==> config.mk <==
export PLATFORM = sky130hd
export DESIGN_NAME = chm_prep
export DESIGN_NICKNAME = d
export VERILOG_FILES = /design/src/rtl/chm_pkg.sv /design/src/rtl/chm_prep.sv
export SDC_FILE = /design/constraint.sdc
export NUM_CORES = 1
export LEC_CHECK = 0
export BUFFER_PORTS_ARGS = -buffer_cell sky130_fd_sc_hd__buf_2
export CORE_MARGIN = 1
export CORE_UTILIZATION = 43
export DETAILED_ROUTE_END_ITERATION = 6
export GPL_TIMING_DRIVEN = 0
export PLACE_DENSITY = 0.83
export SLEW_MARGIN = 20
export SYNTH_ARGS = -nofsm -noshare
export SYNTH_HDL_FRONTEND = slang
export SYNTH_SLANG_ARGS = --single-unit
==> constraint.sdc <==
create_clock -name clk -period 2.2 [get_ports clk]
set_clock_uncertainty 0.05 [all_clocks]
set_input_delay 0.33 -clock clk [delete_from_list [all_inputs] [get_ports clk]]
set_output_delay 0.33 -clock clk [all_outputs]
set_load 0.005 [all_outputs]
==> src/rtl/chm_pkg.sv <==
package chm_pkg;

  localparam int CORDIC_STAGES  = 16;
  localparam int ANG_TABLE_LEN  = 24;
  localparam int NUM_ITER       = (CORDIC_STAGES < ANG_TABLE_LEN) ? CORDIC_STAGES
                                                                  : ANG_TABLE_LEN;
  localparam int MAG_W          = 16;
  localparam int MAG_ABS_W      = MAG_W + 1;
  localparam int VEC_SCALE_BITS = 10;
  localparam int DATA_W         = 29;
  localparam int ANG_W          = 30;
  localparam int H_W            = 29;
  localparam int SCALED_W       = H_W + 4;
  localparam int FRAC_BITS      = 20;
  localparam int Q_W            = SCALED_W - FRAC_BITS;
  localparam int IDX_W          = 5;
  localparam int HEAD_W         = 12;

  typedef logic signed [DATA_W-1:0] vec_t;
  typedef logic signed [ANG_W-1:0]  ang_t;
  typedef logic [H_W-1:0]           hang_t;
  typedef logic [IDX_W-1:0]         idx_t;

  localparam ang_t  DEG90  = 30'sd94371840;
  localparam ang_t  DEG180 = 30'sd188743680;
  localparam ang_t  DEG360 = 30'sd377487360;
  localparam logic [SCALED_W-1:0] ROUND_HALF = SCALED_W'(1) << (FRAC_BITS - 1);
  localparam logic [Q_W-1:0]      OUT_MAX    = Q_W'(3600);

  typedef enum logic [1:0] {
    SPEC_NONE,
    SPEC_ZERO,
    SPEC_RIGHT
  } spec_t;

  typedef struct packed {
    vec_t  vx;
    vec_t  vy;
    ang_t  z;
    logic  x_neg;
    logic  y_neg;
    logic  z_neg;
    spec_t spec;
  } cordic_t;

  function automatic ang_t atan_tab(idx_t i);
    ang_t r;
    case (i)
      5'd0:    r = 30'sd47185920;
      5'd1:    r = 30'sd27855475;
      5'd2:    r = 30'sd14718068;
      5'd3:    r = 30'sd7471121;
      5'd4:    r = 30'sd3750058;
      5'd5:    r = 30'sd1876857;
      5'd6:    r = 30'sd938658;
      5'd7:    r = 30'sd469357;
      5'd8:    r = 30'sd234682;
      5'd9:    r = 30'sd117342;
      5'd10:   r = 30'sd58671;
      5'd11:   r = 30'sd29335;
      5'd12:   r = 30'sd14668;
      5'd13:   r = 30'sd7334;
      5'd14:   r = 30'sd3667;
      5'd15:   r = 30'sd1833;
      5'd16:   r = 30'sd917;
      5'd17:   r = 30'sd458;
      5'd18:   r = 30'sd229;
      5'd19:   r = 30'sd115;
      5'd20:   r = 30'sd57;
      5'd21:   r = 30'sd29;
      5'd22:   r = 30'sd14;
      5'd23:   r = 30'sd7;
      default: r = '0;
    endcase
    return r;
  endfunction

endpackage

==> src/rtl/chm_prep.sv <==
module chm_prep (
  input  logic                              clk,
  input  logic                              rst_n,
  input  logic                              en,
  input  logic                              in_valid,
  input  logic signed [chm_pkg::MAG_W-1:0]  mag_x,
  input  logic signed [chm_pkg::MAG_W-1:0]  mag_y,
  input  logic signed [chm_pkg::MAG_W-1:0]  mag_z,
  output logic                              valid_r,
  output chm_pkg::cordic_t                  data_r
);

  logic signed [chm_pkg::MAG_ABS_W-1:0] x_ext;
  logic signed [chm_pkg::MAG_ABS_W-1:0] y_ext;
  logic [chm_pkg::MAG_ABS_W-1:0]        rise;
  logic [chm_pkg::MAG_ABS_W-1:0]        run;
  chm_pkg::cordic_t                     data_nxt;

  always_comb begin
    x_ext = chm_pkg::MAG_ABS_W'(mag_x);
    y_ext = chm_pkg::MAG_ABS_W'(mag_y);
    rise  = mag_x[chm_pkg::MAG_W-1] ? unsigned'(-x_ext) : unsigned'(x_ext);
    run   = mag_y[chm_pkg::MAG_W-1] ? unsigned'(-y_ext) : unsigned'(y_ext);
    data_nxt.vx    = chm_pkg::vec_t'(run) <<< chm_pkg::VEC_SCALE_BITS;
    data_nxt.vy    = chm_pkg::vec_t'(rise) <<< chm_pkg::VEC_SCALE_BITS;
    data_nxt.z     = '0;
    data_nxt.x_neg = mag_x[chm_pkg::MAG_W-1];
    data_nxt.y_neg = mag_y[chm_pkg::MAG_W-1];
    data_nxt.z_neg = mag_z[chm_pkg::MAG_W-1];
    if (mag_x == '0) begin
      data_nxt.spec = chm_pkg::SPEC_ZERO;
    end else if (mag_y == '0) begin
      data_nxt.spec = chm_pkg::SPEC_RIGHT;
    end else begin
      data_nxt.spec = chm_pkg::SPEC_NONE;
    end
  end

  always_ff @(posedge clk) begin
    if (!rst_n) begin
      valid_r <= 1'b0;
    end else if (en) begin
      valid_r <= in_valid;
    end
  end

  always_ff @(posedge clk) begin
    if (en) begin
      data_r <= data_nxt;
    end
  end

endmodule

; Word level (Yosys, flattened, before mapping)
; Index checks and enable logic that the tools add are counted.
[totals]
ff_bits = 40
latch_bits = 0
mem_bits_rw = 0
romBits = 0
elab_cells = 16
mem_count = 0
[op_classes]
n_addsub = 2
multipliers = 0
div_mod_pow = 0
magnitude_cmp = 0
n_eq_ne = 0
shifts = 0
n_mux = 3
n_bitwise = 0
n_reduce_logical = 2
[op_table]
columns = cell, n
row1 = $neg 16->17, 2
row2 = $logic_not 16->1, 2
row3 = $mux 15, 2
row4 = $mux 2, 1

; Longest topological paths before layout
[depth]
depth_word = 2
depth_mapped = 6

; Worst setup path before layout
; No wires, ideal clock.
[synth_timing]
kind = in2reg
from = input port mag_y[10] (netlist name)
to = register data_r[1] (netlist name), data pin
setup_ns = 0.190
arrival_time_ns = 1.569
required_time_ns = 1.960
setup_slack_ns = 0.391
path_stages = 3
n_path_buf = 0
cell_sequence = or4_4 or3_1 a2111oi_2
[synth_via]
elab_chain_len = 2
[synth_lines]
columns = element, line
row1 = from (decl), chm_prep.sv:7  ; input logic signed [chm_pkg::MAG_W-1:0] mag_y,
row2 = $logic_not 16->1, chm_prep.sv:32  ; end else if (mag_y == '0) begin
row3 = $mux 2, chm_prep.sv:32
row4 = to (signal assigned), chm_prep.sv:49  ; data_r <= data_nxt;
row5 = to (decl), chm_prep.sv:10  ; output chm_pkg::cordic_t data_r
; No other way between the ends.
; A chain may end at the register's enable or synchronous reset.

==> metrics.csv <==
metric,value,unit
outcome,finished clean,
Worst EP arrival,1.74,ns
final setup fails,0,
fin crit period,1.76,ns
Hold Slack,0.183,ns
row count,26,
Seq pwr share,54.1,%
worst-margin pin slew,0.884,ns
relative slew slack,41.1,%
Async SR Flop Fraction,0,%
hold_buf cts,0,
RD Place Congestion,0.787,
final setup TNS,0,ns
Hold Crit Class,in -> reg,
CTS Sinks,40,
share of cells above drive strength 1,44.5,%
clk buf depth,2,
mapped cell area,2370,µm²
worst r2r src,valid_r,
CP Launch Point,mag_x[4],
Clock Root Buffer,clkbuf_8,
RSZ-0062 raised after global routing,false,
FMAX,570,MHz
via/cell ratio,4.35,
Initial Util,45.5,%
CTS tree,yes,
flop2flop setup slack,1.55,ns
area of the die,5810,µm²
number of enable flip-flop cells after synthesis,39,
vias after detailed routing,1772,
number of DRC markers in iteration 0,65,
sequential area share after synthesis,50.3,%
DRC violations left,0,
Worst R2R Path Depth,2,
Die Y,76.2,µm
Worst-Skew Late Latency,0.28,ns
total gr overflow,0,
# diodes,0,
leak pwr,1.43,nW
worst vdd rail ir drop,0.362,mV
Avg Inst Size Synth,12.0,µm²
Pwr Density,556,nW/µm²
die width,76.2,µm
Comb pwr share,20.3,%
Clock power frac,25.7,%
Final Max Slew Viols,0,
Layout Nets,390,
CP endpoint,data_r[58],
Critical Path Source Type,input port,
Switching Share,24.0,%
predominant post-synthesis flop cell,edfxtp_1,
clock slew at reported path FFs,0.08,ns
Fin. Hold Viols,0,
Netlist cell types,29,
"flops & latches, synth",40,
critical path type,in -> reg,
Total GRT Usage,15.5,%
crit path capture type,flip-flop,
Final ANT Viol Nets,0,
vias in the first global route,1607,
CP Data Required Time,2.18,ns
pre-CTS setup slack,0.146,ns
first-pass GRT wire length,7.13,mm
cells after synthesis,198,
pin count of the biggest net entering global routing,41,
TritonCTS buffer count,5,
WL/cell,11.1,µm
"Area growth, synth to finish",32.0,%
Detailed Place HPWL,3.52,mm
Synth warnings,0,
TritonRoute pass-1 iters,4,
critical path peak fanout,10,
switching power total,0.416,mW
Total Wirelength,4.51,mm
core area,5200,µm²
worst reg2reg endpoint,valid_r,
P_int,1.32,mW
Final period util,79.8,%
CTS resizes,0,
port bufs,76,
I/O pins,146,
antenna violations before repair,0,
Max Cap Violations,0,
Setup Buffers After CTS,0,
setup ws final,0.444,ns
depth of the CTS H-tree,2,
==> stage by stage <==
step                      cells  power, mW  util (%)  instance area, µm²
after floorplan             253       1.15         -                2570
after global placement      399       1.29      58.4                3040
after detailed placement    399       1.30      58.4                3040
after CTS                   407       1.75      60.0                3120
after global routing        407       1.82      60.0                3120
final                       407       1.74      60.0                3120
==> placed cells by master (no fill, tap or decap), types with 3 or more instances in the layout <==
cell and n:
conb_1 56, o31ai_1 9, nor3_1 3, buf_2 77, o21ai_1 4, nand2_1 5, or3_1 7, clkbuf_1 7
edfxtp_1 39, nand2b_1 3, clkbuf_8 5, or2_2 3, or4_1 6, o41ai_2 6, buf_4 54, o21ai_0 3
inv_1 7, xnor2_1 25
==> layer usage <==
metal  vias to the layer above  part of all wire [%]  GRT usage (%)
li1                        874                     -              -
met1                       796                    40           17.3
met2                        95                    51           28.4
met3                         7                   7.4           2.87
met4                         0                   2.2           7.31
met5                         -                     0              0
==> flip-flops by register name (all words and copies together) (netlist names) <==
signal and cells:
data_r 39, valid_r 1
==> critical path: stages <==
cell	delay [ns]
buf_2	0.12
or4_1	0.56
buf_2	0.22
o41ai_2	0.40
xnor2_1	0.11
==> how the worst min path moves through the flow <==
stage,from,endpoint,depth (start not counted)
finish,mag_z[15],data_r[2],1
global route,mag_z[15],data_r[2],1
CTS,mag_z[15],data_r[2],1
detailed placement,mag_z[15],data_r[2],1
global placement,valid_r,valid_r,2
floorplan,mag_z[15],data_r[2],0
==> logic make-up after synthesis <==
| group | count (synthesis) | synth area share (%) |
|---|---|---|
| AO/OA/AOI/OAI | 26 | 10.1 |
| XOR/XNOR | 25 | 9.25 |
| adder cells (fa/ha/maj) | 2 | 1.06 |
| buffers and inverters | 69 | 19.6 |
| flip-flops | 40 | 50.3 |
| multiplexers | 1 | 0.423 |
| other | 1 | 0.158 |
| AND/OR/NAND/NOR | 34 | 9.09 |
==> area by class of cell <==
cell class | count | area [µm²]
tap | 70 | 87.6
fill | 458 | 2080
inverter | 7 | 26.3
clock buffer | 5 | 68.8
clock inverter | 3 | 13.8
buffer | 62 | 437
multi-input combinational | 144 | 920
sequential | 40 | 1190
timing repair buffer | 76 | 380
==> power groups by stage <==
stage | logic (mW) | clock network (mW) | registers (mW)
2_1_floorplan | 0.185 | 0 | 0.967
3_3_place_gp | 0.337 | 0 | 0.954
3_5_place_dp | 0.347 | 0 | 0.956
4_1_cts | 0.348 | 0.465 | 0.939
5_1_grt | 0.386 | 0.486 | 0.945
6_report | 0.352 | 0.446 | 0.938
==> synthesized netlist by cell type (4+ instances only) <==
cell type | n | area [µm²]
or3_1 | 7 | 43.8
inv_1 | 7 | 26.3
o41ai_2 | 6 | 97.6
clkbuf_1 | 7 | 26.3
o21ai_1 | 4 | 20.0
xnor2_1 | 25 | 219
nand2_1 | 5 | 18.8
buf_4 | 54 | 405
edfxtp_1 | 39 | 1170
or4_1 | 6 | 45.0
o31ai_1 | 9 | 67.6
No activity file was read; power rests on OpenSTA's default activity.
