`config.mk`:
```
export PLATFORM = sky130hd
export DESIGN_NAME = chm_cordic_stage
export DESIGN_NICKNAME = d
export VERILOG_FILES = /design/src/rtl/chm_pkg.sv /design/src/rtl/chm_cordic_stage.sv
export SDC_FILE = /design/constraint.sdc
export NUM_CORES = 1
export LEC_CHECK = 0
export BUFFER_PORTS_ARGS = -buffer_cell sky130_fd_sc_hd__buf_2
export CAP_MARGIN = 20
export CORE_ASPECT_RATIO = 2
export CORE_UTILIZATION = 48
export CTS_BUF_LIST = sky130_fd_sc_hd__clkbuf_4 sky130_fd_sc_hd__clkbuf_8
export DETAILED_ROUTE_END_ITERATION = 16
export HOLD_SLACK_MARGIN = 0.02
export PLACE_DENSITY = 0.73
export SKIP_CTS_REPAIR_TIMING = 1
export SYNTH_ARGS = -nofsm -noshare
export SYNTH_HDL_FRONTEND = slang
export SYNTH_SLANG_ARGS = --single-unit
```
`constraint.sdc`:
```
create_clock -name clk -period 7.6 [get_ports clk]
set_clock_uncertainty 0.1 [all_clocks]
set_input_delay 0.76 -clock clk [delete_from_list [all_inputs] [get_ports clk]]
set_output_delay 0.76 -clock clk [all_outputs]
set_load 0.02 [all_outputs]
```
`src/rtl/chm_pkg.sv`:
```
package chm_pkg;

  localparam int CORDIC_STAGES  = 16;
  localparam int ANG_TABLE_LEN  = 24;
  localparam int NUM_ITER       = (CORDIC_STAGES < ANG_TABLE_LEN) ? CORDIC_STAGES
                                                                  : ANG_TABLE_LEN;
  localparam int MAG_W          = 16;
  localparam int MAG_ABS_W      = MAG_W + 1;
  localparam int VEC_SCALE_BITS = 10;
  localparam int DATA_W         = 29;
  localparam int ANG_W          = 30;
  localparam int H_W            = 29;
  localparam int SCALED_W       = H_W + 4;
  localparam int FRAC_BITS      = 20;
  localparam int Q_W            = SCALED_W - FRAC_BITS;
  localparam int IDX_W          = 5;
  localparam int HEAD_W         = 12;

  typedef logic signed [DATA_W-1:0] vec_t;
  typedef logic signed [ANG_W-1:0]  ang_t;
  typedef logic [H_W-1:0]           hang_t;
  typedef logic [IDX_W-1:0]         idx_t;

  localparam ang_t  DEG90  = 30'sd94371840;
  localparam ang_t  DEG180 = 30'sd188743680;
  localparam ang_t  DEG360 = 30'sd377487360;
  localparam logic [SCALED_W-1:0] ROUND_HALF = SCALED_W'(1) << (FRAC_BITS - 1);
  localparam logic [Q_W-1:0]      OUT_MAX    = Q_W'(3600);

  typedef enum logic [1:0] {
    SPEC_NONE,
    SPEC_ZERO,
    SPEC_RIGHT
  } spec_t;

  typedef struct packed {
    vec_t  vx;
    vec_t  vy;
    ang_t  z;
    logic  x_neg;
    logic  y_neg;
    logic  z_neg;
    spec_t spec;
  } cordic_t;

  function automatic ang_t atan_tab(idx_t i);
    ang_t r;
    case (i)
      5'd0:    r = 30'sd47185920;
      5'd1:    r = 30'sd27855475;
      5'd2:    r = 30'sd14718068;
      5'd3:    r = 30'sd7471121;
      5'd4:    r = 30'sd3750058;
      5'd5:    r = 30'sd1876857;
      5'd6:    r = 30'sd938658;
      5'd7:    r = 30'sd469357;
      5'd8:    r = 30'sd234682;
      5'd9:    r = 30'sd117342;
      5'd10:   r = 30'sd58671;
      5'd11:   r = 30'sd29335;
      5'd12:   r = 30'sd14668;
      5'd13:   r = 30'sd7334;
      5'd14:   r = 30'sd3667;
      5'd15:   r = 30'sd1833;
      5'd16:   r = 30'sd917;
      5'd17:   r = 30'sd458;
      5'd18:   r = 30'sd229;
      5'd19:   r = 30'sd115;
      5'd20:   r = 30'sd57;
      5'd21:   r = 30'sd29;
      5'd22:   r = 30'sd14;
      5'd23:   r = 30'sd7;
      default: r = '0;
    endcase
    return r;
  endfunction

endpackage

```
`src/rtl/chm_cordic_stage.sv`:
```
module chm_cordic_stage (
  input  logic              clk,
  input  logic              rst_n,
  input  logic              en,
  input  chm_pkg::idx_t     stage_idx,
  input  logic              in_valid,
  input  chm_pkg::cordic_t  in_data,
  output logic              valid_r,
  output chm_pkg::cordic_t  data_r
);

  chm_pkg::vec_t    dx;
  chm_pkg::vec_t    dy;
  chm_pkg::ang_t    step;
  chm_pkg::cordic_t data_nxt;

  always_comb begin
    dx       = in_data.vy >>> stage_idx;
    dy       = in_data.vx >>> stage_idx;
    step     = chm_pkg::atan_tab(stage_idx);
    data_nxt = in_data;
    if (!in_data.vy[chm_pkg::DATA_W-1]) begin
      data_nxt.vx = in_data.vx + dx;
      data_nxt.vy = in_data.vy - dy;
      data_nxt.z  = in_data.z + step;
    end else begin
      data_nxt.vx = in_data.vx - dx;
      data_nxt.vy = in_data.vy + dy;
      data_nxt.z  = in_data.z - step;
    end
  end

  always_ff @(posedge clk) begin
    if (!rst_n) begin
      valid_r <= 1'b0;
    end else if (en) begin
      valid_r <= in_valid;
    end
  end

  always_ff @(posedge clk) begin
    if (en) begin
      data_r <= data_nxt;
    end
  end

endmodule

```
# ---- Word-level counts from Yosys, hierarchy flattened
# Memory sizes are Yosys's and may differ from the RTL's.
# Cells that the tools add are included.
# W data, S select, Z words.
dict set report op_classes {
  n_addsub 6
  n_shift 2
  muxes 1
}
# operator count
set op_table {}
lappend op_table {{$mux W88} 1}
lappend op_table {{$add A29 B29 Y29} 2}
lappend op_table {{$sshr A29 B5 Y29} 2}
lappend op_table {{$sub A29 B29 Y29} 2}
lappend op_table {{$add A30 B30 Y30} 1}
lappend op_table {{$sub A30 B30 Y30} 1}
dict set report totals {
  ff_bits 94
  rom_bits 832
  in_bits 102
  output_inout_bits 94
  elab_cells 18
  n_memories 1
}
# memory words width rd rd_clocked_by_memory_dff wr line_no
set memory_table {}
lappend memory_table {{(name not given)} 32 26 1 0 0 chm_pkg.sv:48} ;# case (i)

# ---- Depth between registers and ports, before layout
dict set report depth {
  word_depth 3
  depth_mapped 28
  ltp_nobuf 22
}

# ---- Worst setup path before layout
# Ideal clock, no wire load.
dict set report synth_path {
  kind {in2reg}
  from {input stage_idx[1]}
  to {register data_r[33] (netlist bit) (data pin)}
  setup_time_ps 265
  arrival_ps 5801
  required_time_ps 7235
  slack_ps 1434
  cell_stages 26
  n_path_buf 5
  path_cell_list {inv_1 > buf_2 > buf_1 > buf_4 > ha_1 > clkbuf_1 > mux2_2 > o22ai_1 > a21oi_1 > and2_1 > and3_1 > and3b_1 > nor3b_1 > or2_2 > clkbuf_1 > xor2_1 > ha_1 > a211oi_1 > nor2_1 > o21ai_0 > a21oi_1 > a211oi_1 > o21ai_0 > o41ai_1 > o21ai_0 > xor2_1}
}
# element line_no
set synth_rtl {}
lappend synth_rtl {{start, declared} chm_cordic_stage.sv:5} ;# input chm_pkg::idx_t stage_idx,
lappend synth_rtl {{end signal, assigned} chm_cordic_stage.sv:43} ;# data_r <= data_nxt;
lappend synth_rtl {{end, declared} chm_cordic_stage.sv:9} ;# output chm_pkg::cordic_t data_r

==> results_dict.tcl <==
set metrics [dict create \
    ir_worst_vdd_uv 89.3 \
    clkLatencyLatePin_ns 0.44 \
    yosys.area.top_type "edfxtp_1" \
    grt_antenna_before_repair 4 \
    seq_power_share_pct 28.0 \
    synth_fp_nets 1748 \
    slowest_delay_ns 0.72 \
    hpwlAfterDp_mm 40.3 \
    power_switching_mw 1.27 \
    place.port_buffers 195 \
    syn2layout_area_growth_pct 10.5 \
    min-delay-path-class "in2reg" \
    cp_data_arrival_time_ns 6.78 \
    track_usage_pct 36.9 \
    cp_max_fo 58 \
    drv_slew 0 \
    ant_nets 0 \
    final_hold_viol_count 0 \
    viasPerCell 6.71 \
    timing.reg2reg.setup_slack_ns 6.90 \
    root_buffer "clkbuf_8" \
    die-area_sq_um 29400 \
    chipHeight_microns 242 \
    layout_commonest_cell "buf_2" \
    worst_pin_slew_ns 1.22 \
    routabilityCongestion 1.10 \
    yosys_warnings 0 \
    grt_pass1_wl_mm 79.8 \
    hold_end "data_r[0]" \
    synth_edf_count 93 \
    htree_levels 3 \
    reg2reg_depth 2 \
    fin_setup_tns_ns 0 \
    p_leak_nw 6.26 \
    reg2reg_to "valid_r" \
    status "finished, final reports clean" \
    io_pins 196 \
    rr_startpoint "valid_r" \
    grt_max_degree 74 \
    fmax_mhz 149 \
    max_cap_violations 0 \
    cpMaxStageDelayCell "nor2b_1" \
    cts_tree "built" \
    clock_sinks 94 \
    period_share_pct 88.2 \
    required_ns 7.68 \
    cp_cell_sequence "buf_2 > buf_12 > nor2b_1 > a22oi_1 > a31oi_1 > a221o_1 > nand3b_4 > nor4_2 > nand2_1 > o21ai_0 > xnor2_1 > ha_1 > a21o_1 > a21oi_1 > o211a_1 > o21a_1 > a31oi_1 > nand4_1 > a31oi_1 > o41ai_1 > xnor2_1" \
    synth-seq-area-share_pct 20.4 \
    holdPathStages 1 \
    synthesis.area_sq_um 13800 \
    overflow 0 \
    drive_gt1_share_pct 22.0 \
    clk_pin_slew_ns 0.09 \
    hold_start "in_data[0]" \
    clock_power_share_pct 12.3 \
    numCtsBuffers 9 \
    ys.flop_type "edfxtp_1" \
    vias 13849 \
    final_cell_mix "buf_2, nor2_1, a21oi_1" \
    avgSynthCellArea_sq_um 8.94 \
    drt-wirelength-per-cell_microns 26.0 \
    slew_headroom_pct 17.6 \
    fp.dieW_microns 122 \
    p_per_area_nw_per_um2 184 \
    ys_types 96 \
    fin_crit_ns 6.70 \
    cts_max_path_buffers 2 \
    synth_top_cell_area_share_pct 20.3 \
    internal_power_mw 1.53 \
    rsz0062_at_grt "no" \
    swShare_pct 45.4 \
    floorplan.rows 87 \
    final_net_count 1904 \
    drc 0 \
    setup_viol 0 \
    async_flop_share_pct 0 \
    grt_pass1_vias 13717 \
    core-area_sq_um 28200 \
    ys_ff_latch 94 \
    crit_path_end_kind "register" \
    start_kind "primary input" \
    p_total_mw 2.80 \
    dr.pass1.iters 6 \
    drtIter0Drc 1496 \
    startpoint "stage_idx[1]" \
    initial_core_util_pct 48.9 \
    p_comb_share_pct 59.7 \
    wirelength_mm 53.7 \
    path_common_cell "a31oi_1" \
    synth_cells 1542 \
    worstSetupPathType "in2reg" \
    ys_top_cells_by_area "edfxtp_1, mux4_2, ha_1" \
]
[metal layers]
metal  up-vias  track usage, %  wire length, microns
met5         -            1.56                    66
met4         2            34.7                  5780
met2       778            61.2                 26000
met3       301            9.03                  4650
met1      6526            36.6                 17100
li1       6242               -                     -
[critical path, delay by kind of cell]
family / cells / cell delay, ns
xor gates and xnor gates: 2 / 0.26
and+or+nand+nor: 5 / 1.60
AOI/OAI and AO/OA: 11 / 2.89
buffers and inverters: 2 / 0.80
adders and majority gates: 1 / 0.42
[worst max path at each step]
| stage | to | slack, ns | cells after the start |
|---|---|---|---|
| final | data_r[63] | 0.90 | 21 |
| after global routing | data_r[92] | 0.49 | 21 |
| after CTS | data_r[92] | 1.02 | 21 |
| after detailed placement | data_r[92] | 0.54 | 21 |
| after global placement | data_r[92] | 0.71 | 21 |
| after floorplan | data_r[33] | 1.43 | 26 |
[state kept, by name, summed over array words and instances, names as in the netlist]
name,count
data_r,93
valid_r,1
[cells in the mapped netlist, types with 11 or more instances]
cell type	n
and3_1	24
o21ai_0	72
nor2b_1	20
a21o_1	24
and2_1	16
mux2_2	31
ha_1	101
clkbuf_1	43
o211ai_1	17
xor2_1	47
nor2_1	132
inv_1	38
a31oi_1	30
a211oi_1	19
edfxtp_1	93
mux4_2	59
o22ai_1	17
mux2i_1	46
buf_2	22
a22oi_1	13
nand3_1	40
a21oi_1	125
o21a_1	24
nand2_1	118
nor3_1	33
nand2b_1	22
xnor2_1	91
o21bai_1	11
[layout make-up]
type	count	area, sq um
antenna	4	10.0
clock buffer	11	139
clock inverter	5	36.3
fill	2639	13000
inverter	41	154
multi-input combinational	1317	10300
sequential	94	2810
tap	356	445
timing repair buffer	235	1320
[stage by stage]
step                      cell area (sq um)  util (%)  std cells  setup slack (ns)  hold WS (ns)
after global placement                15100      53.4       2043             0.706         0.393
after global routing                  15200      54.0       2063             0.491         0.386
after CTS                             15200      54.0       2059              1.02         0.379
after detailed placement              15100      53.4       2043             0.542         0.427
final                                 15200      54.0       2063             0.899         0.390
after floorplan                       13800         -       1542              1.43         0.489
[logic make-up after synthesis]
family	count (synthesis)	share of synthesized area, %
and+or+nand+nor	472	17.1
AOI/OAI and AO/OA	457	22.0
muxes	145	17.2
xor gates and xnor gates	139	8.93
buffers and inverters	131	4.75
adders and majority gates	104	9.60
DFF	94	20.4
[power groups by stage]
stage,logic (mW),clock network [mW],registers [mW]
floorplan,0.979,0,0.971
global placement,1.60,0,0.794
detailed placement,1.63,0,0.797
CTS,1.63,0.350,0.786
global route,1.80,0.361,0.796
finish,1.67,0.344,0.783
No activity file was read; power rests on OpenSTA's default activity.
