--- config.mk ---
export PLATFORM = sky130hd
export DESIGN_NAME = chm_post
export DESIGN_NICKNAME = d
export VERILOG_FILES = /design/src/rtl/chm_pkg.sv /design/src/rtl/chm_post.sv
export SDC_FILE = /design/constraint.sdc
export NUM_CORES = 1
export LEC_CHECK = 0
export BUFFER_PORTS_ARGS = -buffer_cell sky130_fd_sc_hd__buf_2
export CORE_UTILIZATION = 50
export CTS_BUF_LIST = sky130_fd_sc_hd__clkbuf_2 sky130_fd_sc_hd__clkbuf_4 sky130_fd_sc_hd__clkbuf_8
export DETAILED_ROUTE_END_ITERATION = 12
export HOLD_SLACK_MARGIN = 0.1
export PLACE_DENSITY = 0.75
export SETUP_SLACK_MARGIN = 0.15
export SLEW_MARGIN = 10
export SYNTH_ARGS = -nofsm -noshare
export SYNTH_HDL_FRONTEND = slang
export SYNTH_SLANG_ARGS = --single-unit
--- constraint.sdc ---
create_clock -name clk -period 6.9 [get_ports clk]
set_input_delay 1.035 -clock clk [delete_from_list [all_inputs] [get_ports clk]]
set_output_delay 1.035 -clock clk [all_outputs]
set_load 0.02 [all_outputs]
--- src/rtl/chm_pkg.sv ---
package chm_pkg;

  localparam int CORDIC_STAGES  = 16;
  localparam int ANG_TABLE_LEN  = 24;
  localparam int NUM_ITER       = (CORDIC_STAGES < ANG_TABLE_LEN) ? CORDIC_STAGES
                                                                  : ANG_TABLE_LEN;
  localparam int MAG_W          = 16;
  localparam int MAG_ABS_W      = MAG_W + 1;
  localparam int VEC_SCALE_BITS = 10;
  localparam int DATA_W         = 29;
  localparam int ANG_W          = 30;
  localparam int H_W            = 29;
  localparam int SCALED_W       = H_W + 4;
  localparam int FRAC_BITS      = 20;
  localparam int Q_W            = SCALED_W - FRAC_BITS;
  localparam int IDX_W          = 5;
  localparam int HEAD_W         = 12;

  typedef logic signed [DATA_W-1:0] vec_t;
  typedef logic signed [ANG_W-1:0]  ang_t;
  typedef logic [H_W-1:0]           hang_t;
  typedef logic [IDX_W-1:0]         idx_t;

  localparam ang_t  DEG90  = 30'sd94371840;
  localparam ang_t  DEG180 = 30'sd188743680;
  localparam ang_t  DEG360 = 30'sd377487360;
  localparam logic [SCALED_W-1:0] ROUND_HALF = SCALED_W'(1) << (FRAC_BITS - 1);
  localparam logic [Q_W-1:0]      OUT_MAX    = Q_W'(3600);

  typedef enum logic [1:0] {
    SPEC_NONE,
    SPEC_ZERO,
    SPEC_RIGHT
  } spec_t;

  typedef struct packed {
    vec_t  vx;
    vec_t  vy;
    ang_t  z;
    logic  x_neg;
    logic  y_neg;
    logic  z_neg;
    spec_t spec;
  } cordic_t;

  function automatic ang_t atan_tab(idx_t i);
    ang_t r;
    case (i)
      5'd0:    r = 30'sd47185920;
      5'd1:    r = 30'sd27855475;
      5'd2:    r = 30'sd14718068;
      5'd3:    r = 30'sd7471121;
      5'd4:    r = 30'sd3750058;
      5'd5:    r = 30'sd1876857;
      5'd6:    r = 30'sd938658;
      5'd7:    r = 30'sd469357;
      5'd8:    r = 30'sd234682;
      5'd9:    r = 30'sd117342;
      5'd10:   r = 30'sd58671;
      5'd11:   r = 30'sd29335;
      5'd12:   r = 30'sd14668;
      5'd13:   r = 30'sd7334;
      5'd14:   r = 30'sd3667;
      5'd15:   r = 30'sd1833;
      5'd16:   r = 30'sd917;
      5'd17:   r = 30'sd458;
      5'd18:   r = 30'sd229;
      5'd19:   r = 30'sd115;
      5'd20:   r = 30'sd57;
      5'd21:   r = 30'sd29;
      5'd22:   r = 30'sd14;
      5'd23:   r = 30'sd7;
      default: r = '0;
    endcase
    return r;
  endfunction

endpackage

--- src/rtl/chm_post.sv ---
module chm_post (
  input  logic                         clk,
  input  logic                         rst_n,
  input  logic                         en_a,
  input  logic                         en_b,
  input  logic                         in_valid,
  input  chm_pkg::cordic_t             in_data,
  output logic                         valid_a_r,
  output logic                         valid_b_r,
  output logic [chm_pkg::HEAD_W-1:0]   heading_r
);

  chm_pkg::ang_t                      t;
  chm_pkg::ang_t                      base;
  chm_pkg::ang_t                      sum;
  logic                               neg;
  chm_pkg::hang_t                     h_r;
  chm_pkg::hang_t                     h_nxt;
  logic [chm_pkg::SCALED_W-1:0]       scaled;
  logic [chm_pkg::Q_W-1:0]            q;
  logic [chm_pkg::HEAD_W-1:0]         heading_nxt;

  always_comb begin
    case (in_data.spec)
      chm_pkg::SPEC_ZERO:  t = '0;
      chm_pkg::SPEC_RIGHT: t = chm_pkg::DEG90;
      default: begin
        if (in_data.z < 0) begin
          t = '0;
        end else if (in_data.z > chm_pkg::DEG90) begin
          t = chm_pkg::DEG90;
        end else begin
          t = in_data.z;
        end
      end
    endcase
    // The mirror for a negative Z flips the sign of t and swaps 0 and 360.
    neg = in_data.x_neg ^ in_data.y_neg ^ in_data.z_neg;
    if (in_data.y_neg) begin
      base = chm_pkg::DEG180;
    end else if (neg) begin
      base = chm_pkg::DEG360;
    end else begin
      base = '0;
    end
    sum   = neg ? (base - t) : (base + t);
    h_nxt = sum[chm_pkg::H_W-1:0];
  end

  always_comb begin
    scaled = (chm_pkg::SCALED_W'(h_r) << 3) + (chm_pkg::SCALED_W'(h_r) << 1)
           + chm_pkg::ROUND_HALF;
    q      = scaled[chm_pkg::SCALED_W-1:chm_pkg::FRAC_BITS];
    heading_nxt = (q > chm_pkg::OUT_MAX) ? chm_pkg::OUT_MAX[chm_pkg::HEAD_W-1:0]
                                         : q[chm_pkg::HEAD_W-1:0];
  end

  always_ff @(posedge clk) begin
    if (!rst_n) begin
      valid_a_r <= 1'b0;
      valid_b_r <= 1'b0;
    end else begin
      if (en_a) begin
        valid_a_r <= in_valid;
      end
      if (en_b) begin
        valid_b_r <= valid_a_r;
      end
    end
  end

  always_ff @(posedge clk) begin
    if (en_a) begin
      h_r <= h_nxt;
    end
    if (en_b) begin
      heading_r <= heading_nxt;
    end
  end

endmodule

### Word-level counts from Yosys, hierarchy flattened

Cells that the tools add are included.

| storage, ports and cells | value |
|---|---|
| word-level logic and storage cells | 21 |
| output and inout bits | 14 |
| register bits after elaboration | 43 |
| input port bits | 98 |

| operators by class | value |
|---|---|
| magnitude comparators | 3 |
| equality and inequality tests | 2 |
| add/subtract/negate cells | 4 |
| multiplexer cells | 6 |
| bitwise gates (word level) | 2 |

Operators by type and width:

| cell | count |
|---|---|
| 29-bit 2-to-1 mux | 5 |
| 29-bit one-hot mux with 2 select lines | 1 |
| 32-bit by 30-bit adder with 33-bit output | 1 |
| 33-bit by 20-bit adder with 33-bit output (second input constant) | 1 |
| 30-bit by 28-bit greater-than comparator with 1-bit output (second input constant) | 1 |
| 30-bit by 1-bit < comparator with 1-bit output (second input constant) | 1 |
| 29-bit adder | 1 |
| 29-bit subtractor | 1 |
| 13-bit by 12-bit greater-than comparator with 1-bit output (second input constant) | 1 |
| 2-bit by 1-bit == test with 1-bit output (second input constant) | 1 |
| 2-bit == test (second input constant) | 1 |
| 1-bit bitwise XOR | 2 |

### Longest topological paths before layout

Gate-level depths: netlist of run 1.

| logic depth | value |
|---|---|
| word-level depth | 6 |
| gate-level depth with buffers | 23 |
| mapped depth without buffers | 20 |

### Worst setup path after synthesis of run 1

Ideal clock, no wire load.

| path | value |
|---|---|
| kind | input-to-reg |
| from | in in_data[21] in the netlist's numbering |
| to | reg h_r[27], data pin |
| stages on the path | 19 |
| slack | 1.124 ns |
| arrival | 5.517 ns |
| data required time | 6.641 ns |
| setup time | 0.259 ns |
| buffers on the path | 3 |
| cell sequence | or3_4 > or4_4 > o31a_1 > clkbuf_1 > nor2_1 > clkbuf_1 > nand2_1 > ha_1 > nor2b_1 > and4b_1 > a211o_1 > a21oi_1 > xnor2_1 > nand3b_1 > or4_1 > clkbuf_1 > o31ai_1 > o21ai_0 > xnor2_1 |

| between the ends | value |
|---|---|
| word-level cells in the longest chain between the ends | 6 |
| elaborated cells on any way between the ends | 8 |
| those cells by class | add/sub: 2; order compare: 2; mux: 4 |

Ends and longest elaborated chain:

| element | RTL line | source |
|---|---|---|
| start, declared | chm_post.sv:7 | `input chm_pkg::cordic_t in_data,` |
| 30-bit by 28-bit greater-than comparator with 1-bit output | chm_post.sv:30 | `end else if (in_data.z > chm_pkg::DEG90) begin` |
| 29-bit 2-to-1 mux | chm_post.sv:30 |  |
| 29-bit 2-to-1 mux (*) | chm_post.sv:28 | `if (in_data.z < 0) begin` |
| 29-bit one-hot mux with 2 select lines (*) | chm_post.sv:24 | `case (in_data.spec)` |
| 29-bit adder / 29-bit subtractor (equally long branches) | chm_post.sv:46 | `sum = neg ? (base - t) : (base + t);` |
| 29-bit 2-to-1 mux (*) | chm_post.sv:46 |  |
| net sum[27] | chm_post.sv:15 | `chm_pkg::ang_t sum;` |
| end signal, assigned | chm_post.sv:74 | `h_r <= h_nxt;` |
| end, declared | chm_post.sv:17 | `chm_pkg::hang_t h_r;` |

The timed path passes the listed nets; every way through them passes the cells marked *.
A chain may end at the register's enable or synchronous reset.

### Worst setup path after layout of run 1

| path | value |
|---|---|
| from | in in_data[8] in the netlist's numbering |
| to | reg h_r[28], data pin |

The elaborated chain is that of the path after synthesis.

==> results of run 1 <==
-- logic make-up after synthesis --
logic type                 count (synthesis)
muxes                                      4
AOI/OAI and AO/OA                        157
DFF                                       43
xor gates and xnor gates                  53
and+or+nand+nor                          198
buffers and inverters                     33
adders and majority gates                 63
-- cell type report --
type	instances	area, um2
sequential	43	1270
multi-input combinational	475	3360
clock inverter	2	12.5
tap	129	161
clock buffer	6	76.3
timing repair buffer	58	303
inverter	19	71.3
fill	843	3990
-- worst max-delay path, stage by stage --
cell and delay [ps]:
buf_2 130, nor4_2 570, nand4_1 320, o31a_1 520, nor2_1 180, nand2_1 80, ha_1 270, nor2b_1 230
and4b_1 270, a211o_1 270, a21oi_1 180, xnor2_1 230, nand3b_1 210, or4_1 700, o31ai_1 280, a31oi_1 150
xnor2_1 150
-- power by group --
| group | internal [mW] | switching [mW] |
|---|---|---|
| Clock | 0.0746 | 0.0811 |
| Sequential | 0.400 | 0.0259 |
| Combinational | 0.421 | 0.571 |
-- cells in the mapped netlist (all sizes together), types with 9 or more instances --
cell    instances
nor2b          12
nand2          33
ha             62
or3             9
xnor2          32
o21ai          37
nor3           19
xor2           20
nor2           59
nand4           9
a21o           19
nand3          16
clkbuf         12
edfxtp         41
a21oi          37
inv            19
a31oi          11
-- layer usage --
layer  wire length [um]  part of all wire (%)  up-vias  global-route usage, %
li1                   -                     -     2176                      -
met1               4610                    46     1934                   26.0
met2               4840                    48      110                   37.8
met3                391                   3.9       20                   2.81
met4                209                   2.1        0                   7.47
met5                  0                     0        -                      0
-- through the flow --
step                hold WS [ps]  area (um2)  instances
finish                       544        5260        732
global route                 583        5260        732
CTS                          550        5260        732
detailed placement           532        5170        724
global placement             489        5170        724
floorplan                    589        4760        551
-- how the worst max path moves through the flow --
stage / from / end / slack (ps) / cells past startpoint
after floorplan: in_data[21] / h_r[27]$_DFFE_PP_ / 1120 / 19
after global placement: in_data[8] / h_r[27]$_DFFE_PP_ / 1040 / 17
after detailed placement: in_data[8] / h_r[28]$_DFFE_PP_ / 930 / 17
after CTS: in_data[8] / h_r[28]$_DFFE_PP_ / 1220 / 17
after global routing: in_data[8] / h_r[27]$_DFFE_PP_ / 860 / 17
final: in_data[8] / h_r[28]$_DFFE_PP_ / 1160 / 17
-- sequential cells by signal (all words and copies together), names as in the netlist --
signal,cells
h_r,29
valid_a_r,1
heading_r,12
valid_b_r,1
==> impl.org, run 1 <==
** Run status
- Result of the run :: complete, no violations

** Setup path
- The worst setup path is launched from a primary input.
- Of all nets on the critical path, the largest fanout is 12.
- The worst setup path is captured at a register.
- R2R cell count :: 12
- Critical R2R Capture :: heading_r[6]$_SDFFCE_PN0P_
- At the worst endpoint, the arrival time is 5790 ps.
- Launch instance of the worst register-to-register path :: h_r[4]$_DFFE_PP_
- The worst register-to-register path has a setup slack of 3080 ps.
- The critical path in this run is classified as primary input to register.
- At the worst endpoint, the required time is 6940 ps.

** Logic synthesis
- The synthesized design contains 41 enable-type register cells.
- Area share of and/or/nand/nor cells after synthesis :: 21.5%
- The cell area that synthesis handed to floorplanning was 4760 um2.
- Mux cell area share after synthesis :: 0.868%
- Fraction of synthesized cell area taken by the top area cell type :: 25.9%
- Leading post-synthesis cells by cell area :: edfxtp_1 26%, ha_1 16%, xnor2_1 5.9%, nor2_1 4.7%, a21oi_1 3.9%
- Number of warnings issued by yosys :: 0
- Summing the areas of all fa, ha and maj instances in the mapped netlist gives 16.5% of the synthesized area.
- Number of flip-flops and latches in the synthesized netlist :: 43
- Post-synthesis xor/xnor area fraction :: 10.1%
- Number of instances in the synthesized netlist :: 551
- Leading register cell type out of synthesis :: edfxtp_1
- Sequential area share after synthesis :: 26.7%
- Dominant combinational cell family by area after synthesis :: compound AO/OA/AOI/OAI gates
- Share of async-settable or async-resettable flops after synthesis :: 0%
- A synthesized cell averages 8.63 um2.
- Number of unique standard cell types used by synthesis :: 66
- Leading area contributor after synthesis :: edfxtp_1
- The number of nets handed over by synthesis was 711.
- Post-synthesis compound-gate area fraction :: 21.7%

** Placement
- In this run the tool buffered the top-level ports with 53 buffer cells.
- Before CTS, the worst setup slack after placement is 928 ps.
- Hpwl dp :: 8150 um
- The congestion estimate from routability-driven global placement came to 0.896.

** Die
- Die Height :: 99.5 um
- The core region is 9240 um2.
- Top Ports :: 112
- Floorplan die area :: 9910 um2
- The die is 99.5 um wide.
- Initial cell density of the core :: 51.5%
- Number of placement rows :: 35

** STA
- The number of max-slew violations in the final report is 0.
- Unrepaired setup endpoints after global routing :: no
- Fmax :: 174 MHz
- In the post-route analysis, the smallest setup slack over all paths is 1160 ps.
- Final total negative setup slack :: 0 ps
- The routed design could run at a clock period as short as 5740 ps.
- Finish-stage setup viols :: 0
- Pin slew with the least headroom to its limit :: 915 ps
- Headroom to the max-slew limit :: 39.0%
- For the final database, setup skew stands at 9.79 ps.
- The total count of hold-check failures in the final report came to 0.
- The final critical path takes up 83.3% of the cycle.

** Layout
- Final Core Density :: 56.9%
- Leaving out fill and tap cells, the most frequent cell in the layout is ha_1.
- Of the cells placed in the final design, the portion with a size suffix greater than 1 is 12.9%.
- 0 antenna diodes ended up in the layout.
- Total number of nets in the final design :: 762
- Layout area overhead :: 10.5%
- Leaving out fill and tap cells, the most frequent cells in the layout are 62 x ha_1, 59 x nor2_1, 53 x buf_2.

** Drt
- Number of nets still failing antenna checks after routing :: 0
- Total wirelength of the detailed-routed design :: 10,100 um
- The routed layout has 4,240 vias.
- Violation count after the first detailed-route iteration :: 156
- In the final routed layout, each cell accounts on average for 13.7 um.
- Detail-routed via count per cell :: 5.79
- DR DRC count :: 0
- First-pass DRT Iterations :: 6

** Clock tree
- Clock tree from TritonCTS :: built
- Post-CTS timing repair inserted 0 buffers for setup.
- Clock-pin slew was measured on the worst setup and hold paths at 80 ps.
- Clock sink count :: 43
- In this run the deepest clock path goes through 2 buffers.
- Maximum level of the CTS H-tree :: 2
- TritonCTS created 5 clock buffers.
- Worst-Skew Late Latency :: 300 ps
- Hold_buf cts :: 0
- Count of instances resized after the clock tree is built :: 0
- CTS placed an instance of clkbuf_8 at the clock tree root.

** Run
- Max_cap viols :: 0

** Hold path
- End point of the worst hold path :: valid_b_r$_SDFFE_PN0P_
- In this run the worst hold path is classified as register to register.
- In this run the most critical hold path is launched from valid_b_r$_SDFFE_PN0P_.
- The worst hold path was traced through 2 stages.

** GRT
- Aggregate global-route resource usage :: 21.1%
- Entering global routing, the biggest net connects 33 pins.
- Global-route wire length before repair :: 17,400 um
- The initial antenna violation count is 0.
- The total overflow left after global routing is 0.
- Vias in the first global route :: 4,048

** Pwr
- In this run the static leakage power is 2.28 nW.
- IR analysis of the VDD net gives a maximum drop of 0.156 mV.
- Dividing total power by cell area gives a power density of 299 nW/um2.
- Final total power :: 1.57 mW
(Power assumes the default switching activity.)
==> run 2: changes to the inputs <==
--- a/config.mk
+++ b/config.mk
@@ -10,7 +10,7 @@
 export CTS_BUF_LIST = sky130_fd_sc_hd__clkbuf_2 sky130_fd_sc_hd__clkbuf_4 sky130_fd_sc_hd__clkbuf_8
 export DETAILED_ROUTE_END_ITERATION = 12
 export HOLD_SLACK_MARGIN = 0.1
-export PLACE_DENSITY = 0.75
+export PLACE_DENSITY = 0.78
 export SETUP_SLACK_MARGIN = 0.15
 export SLEW_MARGIN = 10
 export SYNTH_ARGS = -nofsm -noshare
==> constraint.sdc (replaced) <==
create_clock -name clk -period 4.9 [get_ports clk]
set_input_delay 0.735 -clock clk [delete_from_list [all_inputs] [get_ports clk]]
set_output_delay 0.735 -clock clk [all_outputs]
set_load 0.02 [all_outputs]
==> run 2 against run 1 <==
Sequential share of layout area shrank 2.1 points. Largest power group unchanged. Die area unchanged. Clock skew grew 1.4 ps. Largest cell class unchanged. Sequential power up 41%. Core utilization rose by 5.4 points. Critical path type unchanged. Clock power is 40% higher. Hold slack gained 8.2 ps.
==> impl.org, run 2 (synthesized netlist as in run 1, its figures left out) <==
** Layout
- Filler Cell Count :: 781
- The net count of the finished layout is 809.
- The largest registers in the layout are h_r x29, heading_r x12.
- Of the cells placed in the final design, the portion with a size suffix greater than 1 is 22.8%.
- The register with the most flip-flops in the layout has 29 of them.
- Non-filler cells, final :: 779
- In the layout the commonest cells are 61 x ha_1, 55 x nor2_1, 53 x buf_2.
- Leaving out fill and tap cells, the most frequent cell in the layout is ha_1.
- Layout area overhead :: 20.9%
- Top register by number of flip-flops :: h_r
- At the end of the flow the core is filled with cells to 62.2%.
- The repair_antennas step left the layout with diodes totalling 0.

** Die
- Die Height :: 99.5 um
- The die covers 9910 um2.
- The total area inside the core boundary comes to 9240 um2.
- The die is 99.5 um wide.
- Number of placement rows :: 35
- Initial cell density of the core :: 51.5%
- For this design the top-level I/O count stands at 112.

** Hold path
- Min-Delay Path Depth :: 2
- The worst hold path terminates at valid_b_r$_SDFFE_PN0P_.
- Hold path startpoint :: valid_b_r$_SDFFE_PN0P_
- The min-delay analysis places its worst path in the category register to register.

** STA
- Measured against its own limit, the worst slew margin works out to 40.0%.
- Static timing analysis puts the maximum clock frequency at 217 MHz.
- The total count of hold-check failures in the final report came to 0.
- Unrepaired setup endpoints after global routing :: yes
- Pins over their slew limit :: 0
- Subtracting the final worst setup slack from the clock period gives 4610 ps.
- Final total negative setup slack :: 0 ps
- Finish-stage setup viols :: 0
- Hold timing on the final database bottoms out at a slack of 552 ps.
- For the final database, setup skew stands at 11.2 ps.
- The final critical path takes up 94.0% of the cycle.
- Pin slew with the least headroom to its limit :: 901 ps

** Clock tree
- The tree is rooted in a clkbuf_8.
- TritonCTS built the clock tree.
- Counting along the longest clock path gives a buffer depth of 2.
- Maximum level of the CTS H-tree :: 2
- Number of buffers inserted during clock tree synthesis :: 5
- Clock sink count :: 43
- At the later pin of the worst-skew pair, clock insertion delay measures 300 ps.
- Clock transition at the register clock pins on the worst setup and hold paths after CTS :: 70 ps
- Buffers inserted to repair hold after CTS numbered 0.

** GRT
- Vias in the first global route :: 4,214
- Total global routing overflow :: 0
- The first global-routing pass estimated 18,200 um of wire.
- Largest net degree at the start of global routing :: 31
- In the global route stage, overall resource usage came out at 22.2%.
- The initial antenna violation count is 0.

** Setup path
- The worst setup path is of the primary input to register kind.
- Register-to-register setup slack :: 1160 ps
- Counting cells, the worst reg-to-reg path comes to 12.
- Setup crit end kind :: register
- Maximum fanout encountered on the critical timing path :: 6
- At the worst endpoint, the required time is 4950 ps.
- In this run the critical register-to-register path is captured at heading_r[2]$_SDFFCE_PN0P_.
- The startpoint identified for the worst register-to-register timing path is h_r[4]$_DFFE_PP_.
- Critical path startpoint category :: primary input
- Critical path data arrival time :: 4660 ps

** Pwr
- The analysis attributes to net switching a power of 0.987 mW.
- Internal Pwr Total :: 1.31 mW
- In this run, flip-flops and latches consume 26.1% of the power.
- Power comes to 2.30 mW.
- Peak supply drop :: 0.217 mV
- Leakage Power :: 2.54 nW
- Power share of the clock group :: 9.6%
- For this design the ratio of total power to cell area is 399 nW/um2.
- Net switching is 43.0% of the power.
- Of the total power, combinational logic draws 64.3%.

** Drt
- The detail route stage leaves a number of antenna-violating nets equal to 0.
- The first routing iteration left 189 violations.
- DR DRC count :: 0
- Detail-routed via count per cell :: 5.77
- The first detailed-routing pass ran for 7 iterations.
- Overall via count from detail_route :: 4,494
- In the final routed layout, each cell accounts on average for 14.0 um.
- The final layout contains routed wiring with a total length of 10,900 um.

** Placement
- Hpwl dp :: 8740 um
- The count of buffers added on input and output ports is 53.
- After detailed placement, the design holds a cell count of 769.
- Routability Congestion :: 0.972

** Run status
- Result of the run :: complete, no violations

** Run
- Max_cap viols :: 0
## run 2: cell count changes in the layout (fill, tap and decap cells not counted), sizes merged
cell	change
buf	+47
## run 2: repair_timing
| action | 4_1_cts | 5_1_grt |
|---|---|---|
| endpoints found under the setup margin | 3 | 16 |
| resized for setup | 3 | 14 |
| pin swaps | 0 | 4 |
| buffers inserted | 0 | 2 |
## run 2: how the worst max path moves through the flow
stage	startpoint	slack, ps	to	cells after the start
finish	in_data[21]	290	h_r[28]$_DFFE_PP_	19
global route	in_data[21]	130	h_r[19]$_DFFE_PP_	19
CTS	in_data[21]	160	h_r[26]$_DFFE_PP_	16
detailed placement	in_data[21]	-270	h_r[28]$_DFFE_PP_	17
global placement	in_data[21]	-180	h_r[28]$_DFFE_PP_	17
floorplan	in_data[21]	-70	h_r[28]$_DFFE_PP_	18
## run 2: per-stage QoR
stage	setup slack (ps)	cell area, um2
2_1_floorplan	-65.7	4860
3_3_place_gp	-176	5570
3_5_place_dp	-269	5570
4_1_cts	161	5670
5_1_grt	129	5750
6_report	294	5750
## run 2: final cells by class
type                       instances  area [um2]  share of cell area [%]
clock inverter                     2        12.5                   0.218
sequential                        43        1270                    22.1
multi-input combinational        475        3500                    60.9
timing repair buffer             105         656                    11.4
inverter                          19        71.3                    1.24
tap                              129         161                    2.81
clock buffer                       6        76.3                    1.33
## run 2: power by group through the flow
stage,sequential (mW),clock [mW],combinational [mW]
3_5_place_dp,0.609,0,1.42
3_3_place_gp,0.605,0,1.37
6_report,0.599,0.219,1.48
4_1_cts,0.601,0.226,1.44
2_1_floorplan,0.673,0,1.03
5_1_grt,0.610,0.241,1.65
## run 2: routing by layer
metal | GRT usage (%) | vias up | routed length, um
met4 | 8.37 | 0 | 267
met2 | 40.1 | 154 | 5340
met1 | 27.0 | 2045 | 4850
li1 | - | 2272 | -
met3 | 2.60 | 23 | 462
met5 | 0 | - | 0
## run 2: worst max-delay path, stage by stage
cell and delay, ps:
buf_2 110, or3_4 390, or4_4 440, o31ai_2 180, buf_4 170, and3_4 190, inv_1 70, ha_4 160
nor2b_4 130, buf_4 140, a21oi_4 120, nand2_2 80, o31a_1 320, nor4b_4 330, o21ai_1 100, or4_4 510
o31ai_2 200, a31oi_1 130, xnor2_1 140
